## src/design/ced_pkg.sv

```systemverilog
// Shared types and constants for the escape sequence decoder.
// Used by ced_front, ced_fifo, ced_back and the top level; no dependencies.
package ced_pkg;

  // Status codes reported on the last result of a string
  localparam logic [1:0] StatusOk     = 2'd0;
  localparam logic [1:0] StatusBadEsc = 2'd1;
  localparam logic [1:0] StatusNoHex  = 2'd2;

  // Depth of the queue between classifier and output stage
  localparam int unsigned FifoDepth = 4;
  localparam int unsigned PtrW      = $clog2(FifoDepth);
  localparam int unsigned CntW      = $clog2(FifoDepth + 1);

  // One queue entry: the results caused by one accepted request.
  // The second result, when present, is always a plain data byte.
  typedef struct packed {
    logic       two;
    logic [7:0] data0;
    logic       has0;
    logic       last0;
    logic [1:0] status0;
    logic [7:0] data1;
  } entry_t;

endpackage

```

## src/design/ced_front.sv

```systemverilog
// Front end: accepts requests, tracks escape parsing state and classifies
// each byte into zero, one or two results. Depends on ced_pkg.
module ced_front (
  input  logic            clk_i,
  input  logic            rst_ni,
  input  logic            accept_i,
  input  logic [7:0]      in_byte_i,
  input  logic            end_of_string_i,
  output logic            push_o,
  output ced_pkg::entry_t entry_o
);

  typedef enum logic [2:0] {
    ModeIdle    = 3'd0,
    ModeEsc     = 3'd1,
    ModeOct1    = 3'd2,
    ModeOct2    = 3'd3,
    ModeHexWait = 3'd4,
    ModeHex1    = 3'd5
  } mode_e;

  localparam logic [7:0] ChBackslash = 8'h5C;
  localparam logic [7:0] ChQuote     = 8'h27;
  localparam logic [7:0] ChDquote    = 8'h22;
  localparam logic [7:0] ChQuestion  = 8'h3F;
  localparam logic [7:0] ChA         = 8'h61;
  localparam logic [7:0] ChB         = 8'h62;
  localparam logic [7:0] ChF         = 8'h66;
  localparam logic [7:0] ChN         = 8'h6E;
  localparam logic [7:0] ChR         = 8'h72;
  localparam logic [7:0] ChT         = 8'h74;
  localparam logic [7:0] ChV         = 8'h76;
  localparam logic [7:0] ChX         = 8'h78;

  localparam logic [7:0] CodeBel = 8'h07;
  localparam logic [7:0] CodeBs  = 8'h08;
  localparam logic [7:0] CodeFf  = 8'h0C;
  localparam logic [7:0] CodeLf  = 8'h0A;
  localparam logic [7:0] CodeCr  = 8'h0D;
  localparam logic [7:0] CodeHt  = 8'h09;
  localparam logic [7:0] CodeVt  = 8'h0B;

  mode_e      mode_q, mode_d;
  logic [8:0] acc_q, acc_d;
  logic [1:0] err_q, err_d;

  logic       is_oct;
  logic       is_hex;
  logic [3:0] hex_val;
  logic [8:0] oct_next;
  logic [8:0] hex_next;
  logic       flush;

  assign is_oct   = (in_byte_i >= 8'h30) && (in_byte_i <= 8'h37);
  assign oct_next = {acc_q[5:0], in_byte_i[2:0]};
  assign hex_next = {acc_q[4:0], hex_val};

  always_comb begin
    is_hex  = 1'b1;
    hex_val = 4'd0;
    if ((in_byte_i >= 8'h30) && (in_byte_i <= 8'h39)) begin
      hex_val = in_byte_i[3:0];
    end else if (((in_byte_i >= 8'h61) && (in_byte_i <= 8'h66)) ||
                 ((in_byte_i >= 8'h41) && (in_byte_i <= 8'h46))) begin
      // low three bits of a..f / A..F are 1..6
      hex_val = 4'd9 + {1'b0, in_byte_i[2:0]};
    end else begin
      is_hex = 1'b0;
    end
  end

  always_comb begin
    mode_d  = mode_q;
    acc_d   = acc_q;
    err_d   = err_q;
    push_o  = 1'b0;
    entry_o = '0;
    flush   = 1'b0;
    if (accept_i) begin
      if (end_of_string_i) begin
        push_o        = 1'b1;
        entry_o.last0 = 1'b1;
        if (err_q != ced_pkg::StatusOk) begin
          entry_o.status0 = err_q;
        end else begin
          case (mode_q)
            ModeOct1, ModeOct2, ModeHex1: begin
              entry_o.has0  = 1'b1;
              entry_o.data0 = acc_q[7:0];
            end
            ModeEsc:     entry_o.status0 = ced_pkg::StatusBadEsc;
            ModeHexWait: entry_o.status0 = ced_pkg::StatusNoHex;
            default:     entry_o.status0 = ced_pkg::StatusOk;
          endcase
        end
        mode_d = ModeIdle;
        acc_d  = '0;
        err_d  = ced_pkg::StatusOk;
      end else if (err_q == ced_pkg::StatusOk) begin
        case (mode_q)
          ModeEsc: begin
            mode_d = ModeIdle;
            if (is_oct) begin
              acc_d  = {6'd0, in_byte_i[2:0]};
              mode_d = ModeOct1;
            end else begin
              entry_o.has0 = 1'b1;
              push_o       = 1'b1;
              case (in_byte_i)
                ChQuote, ChDquote, ChQuestion, ChBackslash: entry_o.data0 = in_byte_i;
                ChA: entry_o.data0 = CodeBel;
                ChB: entry_o.data0 = CodeBs;
                ChF: entry_o.data0 = CodeFf;
                ChN: entry_o.data0 = CodeLf;
                ChR: entry_o.data0 = CodeCr;
                ChT: entry_o.data0 = CodeHt;
                ChV: entry_o.data0 = CodeVt;
                ChX: begin
                  push_o       = 1'b0;
                  entry_o.has0 = 1'b0;
                  mode_d       = ModeHexWait;
                end
                default: begin
                  push_o       = 1'b0;
                  entry_o.has0 = 1'b0;
                  err_d        = ced_pkg::StatusBadEsc;
                end
              endcase
            end
          end
          ModeOct1, ModeOct2: begin
            if (is_oct) begin
              if (mode_q == ModeOct1) begin
                acc_d  = oct_next;
                mode_d = ModeOct2;
              end else begin
                push_o        = 1'b1;
                entry_o.has0  = 1'b1;
                entry_o.data0 = oct_next[7:0];
                acc_d         = '0;
                mode_d        = ModeIdle;
              end
            end else begin
              flush = 1'b1;
            end
          end
          ModeHexWait: begin
            if (is_hex) begin
              acc_d  = {5'd0, hex_val};
              mode_d = ModeHex1;
            end else begin
              err_d  = ced_pkg::StatusNoHex;
              mode_d = ModeIdle;
            end
          end
          ModeHex1: begin
            if (is_hex) begin
              push_o        = 1'b1;
              entry_o.has0  = 1'b1;
              entry_o.data0 = hex_next[7:0];
              acc_d         = '0;
              mode_d        = ModeIdle;
            end else begin
              flush = 1'b1;
            end
          end
          default: begin
            mode_d = ModeIdle;
            if (in_byte_i == ChBackslash) begin
              mode_d = ModeEsc;
            end else begin
              push_o        = 1'b1;
              entry_o.has0  = 1'b1;
              entry_o.data0 = in_byte_i;
            end
          end
        endcase
        // pending value ended by a byte that cannot extend it
        if (flush) begin
          push_o        = 1'b1;
          entry_o.has0  = 1'b1;
          entry_o.data0 = acc_q[7:0];
          acc_d         = '0;
          mode_d        = ModeIdle;
          if (in_byte_i == ChBackslash) begin
            mode_d = ModeEsc;
          end else begin
            entry_o.two   = 1'b1;
            entry_o.data1 = in_byte_i;
          end
        end
      end
    end
  end

  always_ff @(posedge clk_i or negedge rst_ni) begin
    if (!rst_ni) begin
      mode_q <= ModeIdle;
      acc_q  <= '0;
      err_q  <= ced_pkg::StatusOk;
    end else begin
      mode_q <= mode_d;
      acc_q  <= acc_d;
      err_q  <= err_d;
    end
  end

endmodule

```

## src/design/ced_fifo.sv

```systemverilog
// Short queue of classified entries between front end and output stage.
// Depends on ced_pkg for the entry type and depth.
module ced_fifo (
  input  logic            clk_i,
  input  logic            rst_ni,
  input  logic            push_i,
  input  ced_pkg::entry_t entry_i,
  input  logic            pop_i,
  output ced_pkg::entry_t head_o,
  output logic            empty_o,
  output logic            full_o
);

  ced_pkg::entry_t                 slots_q [ced_pkg::FifoDepth];
  logic [ced_pkg::PtrW-1:0]        wr_ptr_q, rd_ptr_q;
  logic [ced_pkg::CntW-1:0]        count_q;
  logic                            do_push, do_pop;

  assign empty_o = (count_q == '0);
  assign full_o  = (count_q == ced_pkg::CntW'(ced_pkg::FifoDepth));
  assign head_o  = slots_q[rd_ptr_q];
  assign do_push = push_i && !full_o;
  assign do_pop  = pop_i && !empty_o;

  always_ff @(posedge clk_i) begin
    if (do_push) begin
      slots_q[wr_ptr_q] <= entry_i;
    end
  end

  always_ff @(posedge clk_i or negedge rst_ni) begin
    if (!rst_ni) begin
      wr_ptr_q <= '0;
      rd_ptr_q <= '0;
      count_q  <= '0;
    end else begin
      if (do_push) begin
        wr_ptr_q <= wr_ptr_q + 1'b1;
      end
      if (do_pop) begin
        rd_ptr_q <= rd_ptr_q + 1'b1;
      end
      if (do_push && !do_pop) begin
        count_q <= count_q + 1'b1;
      end else if (do_pop && !do_push) begin
        count_q <= count_q - 1'b1;
      end
    end
  end

endmodule

```

## src/design/ced_back.sv

```systemverilog
// Output stage: pops queue entries and presents their one or two results
// in a registered output with valid/ready. Depends on ced_pkg.
module ced_back (
  input  logic            clk_i,
  input  logic            rst_ni,
  input  ced_pkg::entry_t head_i,
  input  logic            empty_i,
  output logic            pop_o,
  output logic            out_valid_o,
  input  logic            out_ready_i,
  output logic [7:0]      out_byte_o,
  output logic            has_data_o,
  output logic            last_o,
  output logic [1:0]      status_o
);

  logic       valid_q;
  logic [7:0] data_q;
  logic       has_q;
  logic       last_q;
  logic [1:0] status_q;
  logic       second_q;
  logic [7:0] second_data_q;
  logic       load;

  // the output register is free when empty or being taken this cycle
  assign load  = !valid_q || out_ready_i;
  assign pop_o = load && !second_q && !empty_i;

  always_ff @(posedge clk_i or negedge rst_ni) begin
    if (!rst_ni) begin
      valid_q  <= 1'b0;
      second_q <= 1'b0;
    end else if (load) begin
      if (second_q) begin
        valid_q  <= 1'b1;
        second_q <= 1'b0;
      end else if (!empty_i) begin
        valid_q  <= 1'b1;
        second_q <= head_i.two;
      end else begin
        valid_q <= 1'b0;
      end
    end
  end

  always_ff @(posedge clk_i) begin
    if (load) begin
      if (second_q) begin
        data_q   <= second_data_q;
        has_q    <= 1'b1;
        last_q   <= 1'b0;
        status_q <= ced_pkg::StatusOk;
      end else if (!empty_i) begin
        data_q        <= head_i.data0;
        has_q         <= head_i.has0;
        last_q        <= head_i.last0;
        status_q      <= head_i.status0;
        second_data_q <= head_i.data1;
      end
    end
  end

  assign out_valid_o = valid_q;
  assign out_byte_o  = data_q;
  assign has_data_o  = has_q;
  assign last_o      = last_q;
  assign status_o    = status_q;

endmodule

```

## src/design/c_escape_sequence_decoder_top.sv

```systemverilog
// Escape sequence decoder: one byte per request, decoded bytes out.
// A result passes a queue slot, then the output register, before it appears.
// Throughput: one byte per cycle while the queue has room; a byte ending a
// pending value that also passes through yields two results, sent in turn.
// The four-entry queue between front end and output stage absorbs stalls.
// Reset (asynchronous, active low) returns the parser to idle, clears error.
module c_escape_sequence_decoder_top (
  input  logic       clk_i,
  input  logic       rst_ni,
  input  logic       in_valid_i,
  output logic       in_ready_o,
  input  logic [7:0] in_byte_i,
  input  logic       end_of_string_i,
  output logic       out_valid_o,
  input  logic       out_ready_i,
  output logic [7:0] out_byte_o,
  output logic       has_data_o,
  output logic       last_o,
  output logic [1:0] status_o
);

  logic            accept;
  logic            push;
  logic            pop;
  logic            empty;
  logic            full;
  ced_pkg::entry_t entry;
  ced_pkg::entry_t head;

  assign in_ready_o = !full;
  assign accept     = in_valid_i && !full;

  ced_front u_front (
    .clk_i           (clk_i),
    .rst_ni          (rst_ni),
    .accept_i        (accept),
    .in_byte_i       (in_byte_i),
    .end_of_string_i (end_of_string_i),
    .push_o          (push),
    .entry_o         (entry)
  );

  ced_fifo u_fifo (
    .clk_i   (clk_i),
    .rst_ni  (rst_ni),
    .push_i  (push),
    .entry_i (entry),
    .pop_i   (pop),
    .head_o  (head),
    .empty_o (empty),
    .full_o  (full)
  );

  ced_back u_back (
    .clk_i       (clk_i),
    .rst_ni      (rst_ni),
    .head_i      (head),
    .empty_i     (empty),
    .pop_o       (pop),
    .out_valid_o (out_valid_o),
    .out_ready_i (out_ready_i),
    .out_byte_o  (out_byte_o),
    .has_data_o  (has_data_o),
    .last_o      (last_o),
    .status_o    (status_o)
  );

endmodule
```

## config.mk

```make
export PLATFORM = sky130hd
export DESIGN_NAME = c_escape_sequence_decoder_top
export DESIGN_NICKNAME = d
export VERILOG_FILES = /design/src/design/ced_pkg.sv /design/src/design/ced_front.sv /design/src/design/ced_fifo.sv /design/src/design/ced_back.sv /design/src/design/c_escape_sequence_decoder_top.sv
export SDC_FILE = /design/constraint.sdc
export NUM_CORES = 1
export LEC_CHECK = 0
export BUFFER_PORTS_ARGS = -buffer_cell sky130_fd_sc_hd__buf_4
export CORE_UTILIZATION = 50
export CTS_CLUSTER_DIAMETER = 30
export DETAILED_ROUTE_END_ITERATION = 6
export PLACE_DENSITY = 0.67
export SETUP_SLACK_MARGIN = 0.05
export SYNTH_ARGS = -nofsm -noshare
export SYNTH_HDL_FRONTEND = slang
export SYNTH_SLANG_ARGS = --single-unit
```

## constraint.sdc

```tcl
create_clock -name clk_i -period 7.4 [get_ports clk_i]
set_input_delay 1.85 -clock clk_i [delete_from_list [all_inputs] [get_ports clk_i]]
set_output_delay 1.85 -clock clk_i [all_outputs]
set_load 0.03 [all_outputs]
```

Word level (Yosys, flattened, before mapping)
Memories as Yosys holds them, arrays and structs flattened.
Index checks and enable logic that the tools add are counted.
{"block": "word_totals", "latchBits": 0, "wordCells": 171, "mem_bits_ro": 0, "regBits": 42, "in_bits": 13, "n_memories": 1, "ram_bits": 84}
{"name": "u_fifo.slots_q", "depth": 4, "width": 21, "read_ports": 1, "rd_clocked_by_memory_dff": 0, "wr": 1, "line_no": "ced_fifo.sv:14", "rtl": "ced_pkg::entry_t slots_q [ced_pkg::FifoDepth];"}
{"block": "op_classes", "div_mod_pow": 0, "n_addsub": 5, "reduce_logical": 36, "n_shift": 0, "mux": 81, "magnitude_cmp": 7, "eq_ne": 26, "n_bitwise": 2, "multipliers": 0}
{"cell": "8-bit 2-to-1 mux", "count": 14}
{"cell": "8-bit by 7-bit equality test with 1-bit output, second input constant", "count": 9}
{"cell": "9-bit 2-to-1 mux", "count": 8}
{"cell": "8-bit case mux with 8 select lines", "count": 1}
{"cell": "9-bit case mux with 4 select lines", "count": 1}
{"cell": "3-bit 2-to-1 mux", "count": 11}
{"cell": "8-bit case mux with 4 select lines", "count": 1}
{"cell": "1-bit 2-to-1 mux", "count": 27}
{"cell": "8-bit by 6-bit equality test with 1-bit output, second input constant", "count": 3}
{"cell": "21-bit 2-to-1 mux", "count": 1}
{"cell": "10-bit 2-to-1 mux", "count": 2}
{"cell": "8-bit by 7-bit >= comparator with 1-bit output, second input constant", "count": 2}
{"cell": "8-bit by 6-bit less-or-equal comparator with 1-bit output, second input constant", "count": 2}
{"cell": "8-bit by 7-bit less-or-equal comparator with 1-bit output, second input constant", "count": 2}
{"cell": "2-bit 2-to-1 mux", "count": 8}
{"cell": "4-bit by 2-bit inequality test with 1-bit output, second input constant", "count": 4}
{"cell": "3-bit case mux with 4 select lines", "count": 1}
{"cell": "12-bit OR reduction", "count": 1}
{"cell": "1-bit logical AND", "count": 11}
{"cell": "11-bit OR reduction", "count": 1}
{"cell": "3-bit equality test, second input constant", "count": 3}
{"cell": "3-bit inequality test, second input constant", "count": 3}
{"cell": "8-bit by 6-bit >= comparator with 1-bit output, second input constant", "count": 1}
{"cell": "4-bit 2-to-1 mux", "count": 2}
{"cell": "other kinds (26)", "count": 38}

Logic depth before layout (Yosys ltp)
Gate-level depths: netlist of run 1.
{"block": "logic_depth", "depth_word": 19, "mapped_depth": 15, "mapped_depth_nobuf": 14}

By module
A second synthesis of run 1 with hierarchy kept.
{"block": "hier_totals", "cells_unflattened": 419, "area_unflattened_um2": 5994.5}
{"mod": "ced_fifo", "cells_per_inst": 146, "area_per_inst_um2": 3464.6, "n_inst": 1, "seq_area_each_um2": 2697.6}
{"mod": "ced_front", "cells_per_inst": 225, "area_per_inst_um2": 1660.3, "n_inst": 1, "seq_area_each_um2": 325.3}
{"mod": "ced_back", "cells_per_inst": 46, "area_per_inst_um2": 859.6, "n_inst": 1, "seq_area_each_um2": 650.6}
{"mod": "c_escape_sequence_decoder_top", "cells_per_inst": 2, "area_per_inst_um2": 10.0, "n_inst": 1, "seq_area_each_um2": 0.0}

Worst setup path after synthesis of run 1
No wires, ideal clock.
{"block": "synth_timing", "path_type": "input-to-reg", "startpoint": "input port in_byte_i[1]", "endpoint": "memory u_fifo.slots_q[0][0] (netlist bit), enable pin", "setup_time_ns": 0.406, "path_slack_ns": 2.318, "required_ns": 6.994, "arrival_time_ns": 4.676, "stages": 9, "cell_sequence": "clkbuf_1 inv_1 ha_1 o21bai_1 a2111oi_4 a21oi_1 o21ai_0 o21ai_1 a21oi_1"}
{"block": "synth_via", "elab_chain_cells": 17, "word_cells_on_any_way": 45, "cone_classes": "order compare (7); eq/ne (11); mux (20); reduce/logical (7)"}
{"element": "from (decl)", "line_no": "c_escape_sequence_decoder_top.sv:12", "rtl": "input logic [7:0] in_byte_i,"}
{"element": "8-bit by 7-bit >= comparator with 1-bit output (tied with other cells)", "line_no": "ced_front.sv:63", "rtl": "end else if (((in_byte_i >= 8'h61) && (in_byte_i <= 8'h66)) ||"}
{"element": "1-bit logical AND (on tied branches)", "line_no": "ced_front.sv:63, ced_front.sv:64"}
{"element": "1-bit logical OR", "line_no": "ced_front.sv:63"}
{"element": "1-bit 2-to-1 mux", "line_no": "ced_front.sv:63"}
{"element": "1-bit 2-to-1 mux", "line_no": "ced_front.sv:61", "rtl": "if ((in_byte_i >= 8'h30) && (in_byte_i <= 8'h39)) begin"}
{"element": "1-bit 2-to-1 mux", "line_no": "ced_front.sv:157", "rtl": "if (is_hex) begin"}
{"element": "1-bit case mux with 2 select lines", "line_no": "ced_front.sv:100", "rtl": "case (mode_q)"}
{"element": "1-bit 2-to-1 mux", "line_no": "ced_front.sv:99", "rtl": "end else if (err_q == ced_pkg::StatusOk) begin"}
{"element": "1-bit 2-to-1 mux", "line_no": "ced_front.sv:80", "rtl": "if (end_of_string_i) begin"}
{"element": "1-bit 2-to-1 mux", "line_no": "ced_front.sv:79", "rtl": "if (accept_i) begin"}
{"element": "1-bit 2-to-1 mux (*)", "line_no": "ced_front.sv:179", "rtl": "if (flush) begin"}
{"element": "1-bit 2-to-1 mux (*)", "line_no": "ced_front.sv:99"}
{"element": "1-bit 2-to-1 mux (*)", "line_no": "ced_front.sv:80"}
{"element": "1-bit 2-to-1 mux (*)", "line_no": "ced_front.sv:79"}
{"element": "1-bit logical AND (*)", "line_no": "ced_fifo.sv:22", "rtl": "assign do_push = push_i && !full_o;"}
{"element": "1-bit 2-to-1 mux (*)", "line_no": "ced_fifo.sv:26", "rtl": "if (do_push) begin"}
{"element": "1-bit 2-to-1 mux (not written as such) (*)", "line_no": "ced_fifo.sv:27", "rtl": "slots_q[wr_ptr_q] <= entry_i;"}
{"element": "to (decl)", "line_no": "ced_fifo.sv:14"}
Mark *: on every way between the ends. The rest lies on a longest branch, timed or not. The select of a mux whose other input is x is not followed.

Worst setup path in the final report of run 1
{"block": "layout_timing", "startpoint": "input port in_byte_i[0]", "endpoint": "register u_fifo.count_q[1] (netlist bit)"}
{"block": "layout_via", "elab_chain_cells": 18, "word_cells_on_any_way": 48, "cone_classes": "order compare (7); eq/ne (11); mux (19); reduce/logical (11)"}
{"element": "8-bit by 7-bit >= comparator with 1-bit output (tied with other cells)", "line_no": "ced_front.sv:63"}
{"element": "1-bit logical AND (on tied branches)", "line_no": "ced_front.sv:63, ced_front.sv:64"}
{"element": "1-bit logical OR", "line_no": "ced_front.sv:63"}
{"element": "1-bit 2-to-1 mux", "line_no": "ced_front.sv:63"}
{"element": "1-bit 2-to-1 mux", "line_no": "ced_front.sv:61"}
{"element": "1-bit 2-to-1 mux", "line_no": "ced_front.sv:157"}
{"element": "1-bit case mux with 2 select lines", "line_no": "ced_front.sv:100"}
{"element": "1-bit 2-to-1 mux", "line_no": "ced_front.sv:99"}
{"element": "[3 not listed]"}
{"element": "1-bit 2-to-1 mux (*)", "line_no": "ced_front.sv:99"}
{"element": "1-bit 2-to-1 mux (*)", "line_no": "ced_front.sv:80"}
{"element": "1-bit 2-to-1 mux (*)", "line_no": "ced_front.sv:79"}
{"element": "1-bit logical AND (*)", "line_no": "ced_fifo.sv:22"}
{"element": "via u_fifo.do_push", "line_no": "ced_fifo.sv:17", "rtl": "logic do_push, do_pop;"}
{"element": "1-bit zero test", "line_no": "ced_fifo.sv:45", "rtl": "end else if (do_pop && !do_push) begin"}
{"element": "1-bit logical AND", "line_no": "ced_fifo.sv:45"}
{"element": "2-bit nonzero test (no line)"}
{"element": "to (signal assigned)", "line_no": "ced_fifo.sv:44", "rtl": "count_q <= count_q + 1'b1;"}
{"element": "to (signal assigned)", "line_no": "ced_fifo.sv:46", "rtl": "count_q <= count_q - 1'b1;"}
{"element": "to (decl)", "line_no": "ced_fifo.sv:16", "rtl": "logic [ced_pkg::CntW-1:0] count_q;"}
The timed path passes the listed nets; every way through them passes the cells marked *. The select of a mux whose other input is x is not followed.
A chain may end at the register's enable or synchronous reset.

==> run_results.csv, run 1 <==
group,metric,value,unit
critical_path,cp_slowest_stage_delay,0.57,ns
clocking,cts_buffers,17,
clocking,clock_latency,0.41,ns
timing,period_needed,5.11,ns
final_layout,num_antenna_cells,0,
critical_path,path_class,"input port to flip-flop",
final_layout,syn_to_final_growth,14.8,%
critical_path,slowest_stage,"o21ai_1",
synthesis,yosys.area.top_type,"edfxtp_1",
timing,tns,0,ns
synthesis,yosys.area.top_type_share,0.505,
power_and_ir_drop,p_total,2800,µW
die,die_height,113,µm
power_and_ir_drop,vdd_ir_drop_max,0.145,mV
die,io_pins,27,
critical_path,path_max_fanout,9,
timing,max_freq,196,MHz
timing,tightest_slew,1.12,ns
synthesis,postSynth.asyncResetShare,0.175,
grt,grt_usage,0.240,
synthesis,seq_area_frac_synth,0.594,
die,fp-row-count,40,
die,dieArea,12800,µm²
clocking,cts-resized-gates,0,
synthesis,synthFlopType,"edfxtp_1",
timing,setup_viol_count_final,0,
power_and_ir_drop,p_leak,0.00257,µW
drt,wl_per_cell,21.7,µm
critical_path,crit_path_end_kind,"flip-flop",
critical_path,cp_top_family,"compound AO/OA/AOI/OAI gates",
placement,gp_congestion,0.894,
placement,port_buffers,26,
timing,fin_skew,0.0143,ns
critical_path,cp_cell_sequence,"buf_4 > inv_1 > ha_1 > nor3b_1 > nor4_4 > a21oi_1 > o21ai_0 > o21ai_1 > a21oi_1 > ha_1 > inv_1 > fa_1 > mux2_2",
synthesis,synth.net_count,496,
drt,totalWireLength,14200,µm
final_layout,layout.cells.non_filler,653,
clocking,holdBufCountCts,0,
timing,relSlewSlack,0.250,
grt,grt_start_max_net_pins,27,
min_path,min_path_type,"flip-flop to flip-flop",
drt,vias,4064,
clocking,clkTransAtPathRegs,0.05,ns
timing,hold_viol,0,
grt,grt_pass1_vias,4066,
grt,grt_pass1_wl,22600,µm
drt,post-route-drc-count,0,
final_layout,final_area,7100,µm²
synthesis,synthCells,473,
clocking,cts.path.max_buffers,2,
synthesis,ys_warn_count,0,
drt,dr.pass1.iters,5,
synthesis,synth_cell_types,62,
die,die_w,113,µm
final_layout,final_nets,517,
placement,placedCellCount,622,
final_layout,n_fill_cell,957,
drt,vias_per_cell,6.22,
die,core-area,12000,µm²
final_layout,layout.area.seq,3670,µm²
drt,drt_iter0_drc,393,
clocking,cts_tree,"done",
clocking,htreeDepth,4,
timing,rsz0062_at_grt,"no",
clocking,cts.sinks,126,
synthesis,syn_avg_cell_area,13.1,µm²
synthesis,synthTopCellsByArea,"edfxtp_1, dfrtp_1, mux4_2",
placement,dp_hpwl,9700,µm
synthesis,ys_seq_elements,126,
clocking,post-cts-setup-buffer-count,0,
outcome,status,"finished clean",
placement,post-place-ws,1.99,ns
critical_path,path_buf_inv,3,
timing,min_period_over_period,0.691,
critical_path,arrival,5.40,ns
flow_run,timing.max_cap.violations,0,
critical_path,startpoint_type,"input port",
clocking,cts-root-buf,"clkbuf_16",
grt,grt_antenna_before_repair,0,
grt,grt-ovfl-total,0,
die,start_util,0.515,
synthesis,syn_area,6180,µm²
drt,antenna_left,0,
final_layout,layout-drive-gt1-share,0.213,
synthesis,synth_edf_count,104,
final_layout,multi_input_area,2340,µm²
timing,final_max_slew_viol_count,0,
critical_path,critPathRequiredTime,7.69,ns
power_and_ir_drop,power.density,394,nW/µm²
placement,dpl_cell_area,6490,µm²
timing,worst_slack,2.29,ns
==> worst register-to-register path: cells and delay by family (launching register included) <==
kind,cells,cell delay [ns]
buf+inv,1,0.07
flops,1,0.68
compound gates,2,0.74
simple gates,4,1.03
xor+xnor,2,0.31
fa+ha+maj,2,0.62
==> cells in the final DEF, fill, tap and decap left out, types with 7 or more instances in the layout <==
master and count:
ha_1 9, and2_1 7, a21oi_1 22, o31ai_1 9
edfxtp_1 104, nor2b_1 7, o21ai_0 19, inv_1 14
a21o_1 7, mux2_2 12, mux4_2 21, dfrtp_1 22
nand3_1 10, buf_4 32, nor2_1 28, nor3_1 7
clkbuf_16 17, nand2b_1 7, nand2_1 43
==> path summary, 6_finish.rpt <==
path | start | endpoint | slack [ns] | cells after the start
max | in_byte_i[0] | u_fifo.count_q[1] | 2.29 | 13
min | u_front.acc_q[6] | u_front.acc_q[6] | 0.50 | 2
max reg2reg | u_front.mode_q[2] | u_fifo.count_q[2] | 3.87 | 11
min reg2reg | u_front.acc_q[6] | u_front.acc_q[6] | 0.50 | 2
max in group asynchronous | rst_ni | u_front.acc_q[2] | 5.82 | 1
min in group asynchronous | rst_ni | u_front.acc_q[5] | 1.33 | 1
==> final cells by class <==
| type | count | share of cell area |
|---|---|---|
| clock inverter | 13 | 0.0243 |
| sequential | 126 | 0.518 |
| timing repair buffer | 32 | 0.0339 |
| clock buffer | 18 | 0.0605 |
| multi-input combinational | 303 | 0.330 |
| inverter | 14 | 0.00740 |
| tap | 147 | 0.0259 |
==> through the flow <==
step / hold slack (ns) / util
2_1_floorplan: 0.450 / -
3_3_place_gp: 0.465 / 0.541
3_5_place_dp: 0.481 / 0.541
4_1_cts: 0.494 / 0.591
5_1_grt: 0.538 / 0.591
6_report: 0.496 / 0.591
==> layer usage <==
| metal | vias up | share of wire | GRT usage | wire length [µm] |
|---|---|---|---|---|
| met3 | 23 | 0.037 | 0.0509 | 526 |
| met5 | - | 0 | 0 | 0 |
| met1 | 2040 | 0.45 | 0.320 | 6360 |
| li1 | 1876 | - | - | - |
| met2 | 125 | 0.49 | 0.380 | 6960 |
| met4 | 0 | 0.024 | 0.109 | 342 |
==> where the power goes <==
part / total, µW / internal, µW / switching [µW]
Sequential: 1140 / 1020 / 121
Clock: 840 / 557 / 283
Combinational: 815 / 349 / 466
Total: 2800 / 1920 / 871
==> cells by family (layout without fill, tap and decap cells) <==
| kind of cell | after synthesis | in the layout | share of synthesized area |
|---|---|---|---|
| AND/OR/NAND/NOR | 139 | 139 | 0.119 |
| AO/OA/AOI/OAI | 116 | 116 | 0.131 |
| buffers and inverters | 44 | 77 | 0.0291 |
| multiplexers | 33 | 33 | 0.0983 |
| XOR/XNOR | 5 | 5 | 0.00708 |
| flip-flops | 126 | 126 | 0.594 |
| adder cells (fa/ha/maj) | 10 | 10 | 0.0214 |
==> synth_stat cells (all sizes together), types with 9 or more instances <==
cell type	n
a21oi	27
dfrtp	22
nor2	28
clkbuf	22
ha	9
nand3	10
mux4	21
o31ai	9
mux2	12
nand2	43
edfxtp	104
inv	14
o21ai	20
==> state kept, by name (all words and copies together), names as in the netlist <==
name                  count
u_fifo.count_q            3
u_front.mode_q            3
u_back.out_valid_o        1
u_front.acc_q             8
u_front.err_q             2
u_back.has_data_o         1
u_back.last_o             1
u_back.out_byte_o         8
u_back.status_o           2
u_fifo.wr_ptr_q           2
u_fifo.rd_ptr_q           2
u_back.second_data_q      8
u_fifo.slots_q           84
u_back.second_q           1
Power figures use the tool's default switching activity.
==> run 2: changes to the inputs <==
Settings changed: PLACE_DENSITY 0.67 to 0.69.
Clock period 7.4 ns to 4.39 ns, I/O delays scaled along.
==> run 2 against run 1 <==
Core utilization increased by 0.78 points. Non-clock buffer count increased by 10. Die area unchanged. Critical path depth increased by 2. Design area increased by 1.3%.
==> run_results.csv, run 2 (synthesis gave the netlist of run 1 again) <==
group,metric,value,unit
drt,wl_per_cell,21.4,µm
drt,antenna_left,0,
timing,hold_viol,0,
clocking,cts-root-buf,"clkbuf_16",
timing,fin_skew,0.00771,ns
clocking,cts_tree,"done",
flow_run,timing.max_cap.violations,0,
critical_path,path_class,"input port to flip-flop",
grt,grt_pass1_vias,4040,
grt,grt_usage,0.236,
min_path,min_path_type,"flip-flop to flip-flop",
placement,dpl_cell_area,6570,µm²
final_layout,syn_to_final_growth,16.3,%
die,start_util,0.515,
placement,dp_hpwl,9480,µm
outcome,status,"finished clean",
critical_path,startpoint_type,"input port",
min_path,min_path_cells,2,
critical_path,path_max_fanout,9,
timing,period_needed,3.84,ns
timing,tns,0,ns
grt,grt_antenna_before_repair,0,
timing,min_period_over_period,0.874,
critical_path,critPathRequiredTime,4.73,ns
clocking,cts-resized-gates,0,
final_layout,final_area,7190,µm²
final_layout,n_fill_cell,976,
final_layout,layout_commonest_cell,"edfxtp_1",
placement,post-place-ws,0.150,ns
critical_path,arrival,4.17,ns
die,die_height,113,µm
timing,final_max_slew_viol_count,0,
final_layout,num_antenna_cells,0,
clocking,clkTransAtPathRegs,0.06,ns
grt,grt_pass1_wl,22300,µm
clocking,cts.path.max_buffers,2,
clocking,post-cts-setup-buffer-count,0,
final_layout,layout.cells.non_filler,664,
drt,vias_per_cell,6.29,
die,dieArea,12800,µm²
placement,placedCellCount,632,
grt,grt_start_max_net_pins,27,
clocking,clock_latency,0.41,ns
die,fp-row-count,40,
power_and_ir_drop,power.density,665,nW/µm²
critical_path,crit_path_end_kind,"flip-flop",
die,die_w,113,µm
timing,relSlewSlack,0.299,
power_and_ir_drop,p_leak,0.00262,µW
timing,tightest_slew,1.05,ns
clocking,cts_buffers,17,
final_layout,final_cell_mix,"edfxtp_1, nand2_1, buf_4, nor2_1",
final_layout,largest_reg_flops,84,
drt,dr.pass1.iters,4,
final_layout,largest_register,"u_fifo.slots_q",
drt,drt_iter0_drc,277,
timing,holdWs,0.504,ns
timing,rsz0062_at_grt,"no",
timing,setup_viol_count_final,0,
clocking,htreeDepth,4,
clocking,cts.sinks,126,
placement,gp_congestion,0.945,
final_layout,layout-drive-gt1-share,0.230,
timing,worst_slack,0.554,ns
timing,max_freq,261,MHz
critical_path,worst_r2r_path_depth,11,
placement,port_buffers,26,
clocking,holdBufCountCts,0,
grt,grt-ovfl-total,0,
drt,vias,4178,
drt,totalWireLength,14200,µm
die,core-area,12000,µm²
final_layout,final_nets,527,
drt,post-route-drc-count,0,
power_and_ir_drop,vdd_ir_drop_max,0.269,mV
die,io_pins,27,
-- run 2: cell types whose count changed in the layout (fill, tap and decap cells not counted), sizes merged --
cell	change
buf	+10
clkinv	-1
clkinvlp	+1
inv	+1
-- run 2: worst max-delay path: stages --
cell and delay [ns]:
buf_4 0.14, inv_1 0.12, ha_1 0.26, o21bai_1 0.15, a2111oi_4 0.52, a21oi_1 0.11, o21ai_0 0.28, o21ai_1 0.13
a21oi_1 0.21, ha_1 0.22, inv_1 0.08, fa_1 0.44, xor2_1 0.15, nor2_1 0.11, xor2_1 0.15
-- run 2: per-layer routing --
layer	track usage	up-vias	part of all wire
met4	0.0982	0	0.025
met1	0.314	2076	0.43
met5	0	-	0
met3	0.0605	28	0.061
li1	-	1900	-
met2	0.371	174	0.49
-- run 2: final timing paths --
path                              startpoint                 to  slack (ns)
max                             in_byte_i[0]  u_fifo.count_q[2]        0.55
min                         u_front.acc_q[5]   u_front.acc_q[5]        0.50
max reg2reg                u_front.mode_q[1]  u_fifo.count_q[2]        1.04
min reg2reg                 u_front.acc_q[5]   u_front.acc_q[5]        0.50
max in group asynchronous             rst_ni  u_front.mode_q[0]        3.57
min in group asynchronous             rst_ni   u_front.err_q[1]        0.58
-- run 2: power breakdown --
group / internal (µW) / switching (µW)
Sequential: 1720 / 234
Combinational: 615 / 761
Clock: 949 / 506
-- run 2: through the flow --
step	utilization	total power, µW
floorplan	-	2890
global placement	0.547	3310
detailed placement	0.547	3340
CTS	0.599	4820
global route	0.599	5000
finish	0.599	4780
-- run 2: cell type report --
type                            instances  area [µm²]  share of cell area
Clock inverter                         14         191              0.0266
Sequential cell                       126        3670               0.511
Timing Repair Buffer                   42         315              0.0438
Multi-Input combinational cell        303        2340               0.326
Inverter                               14        52.6             0.00731
Tap cell                              147         184              0.0256
Clock buffer                           18         429              0.0597
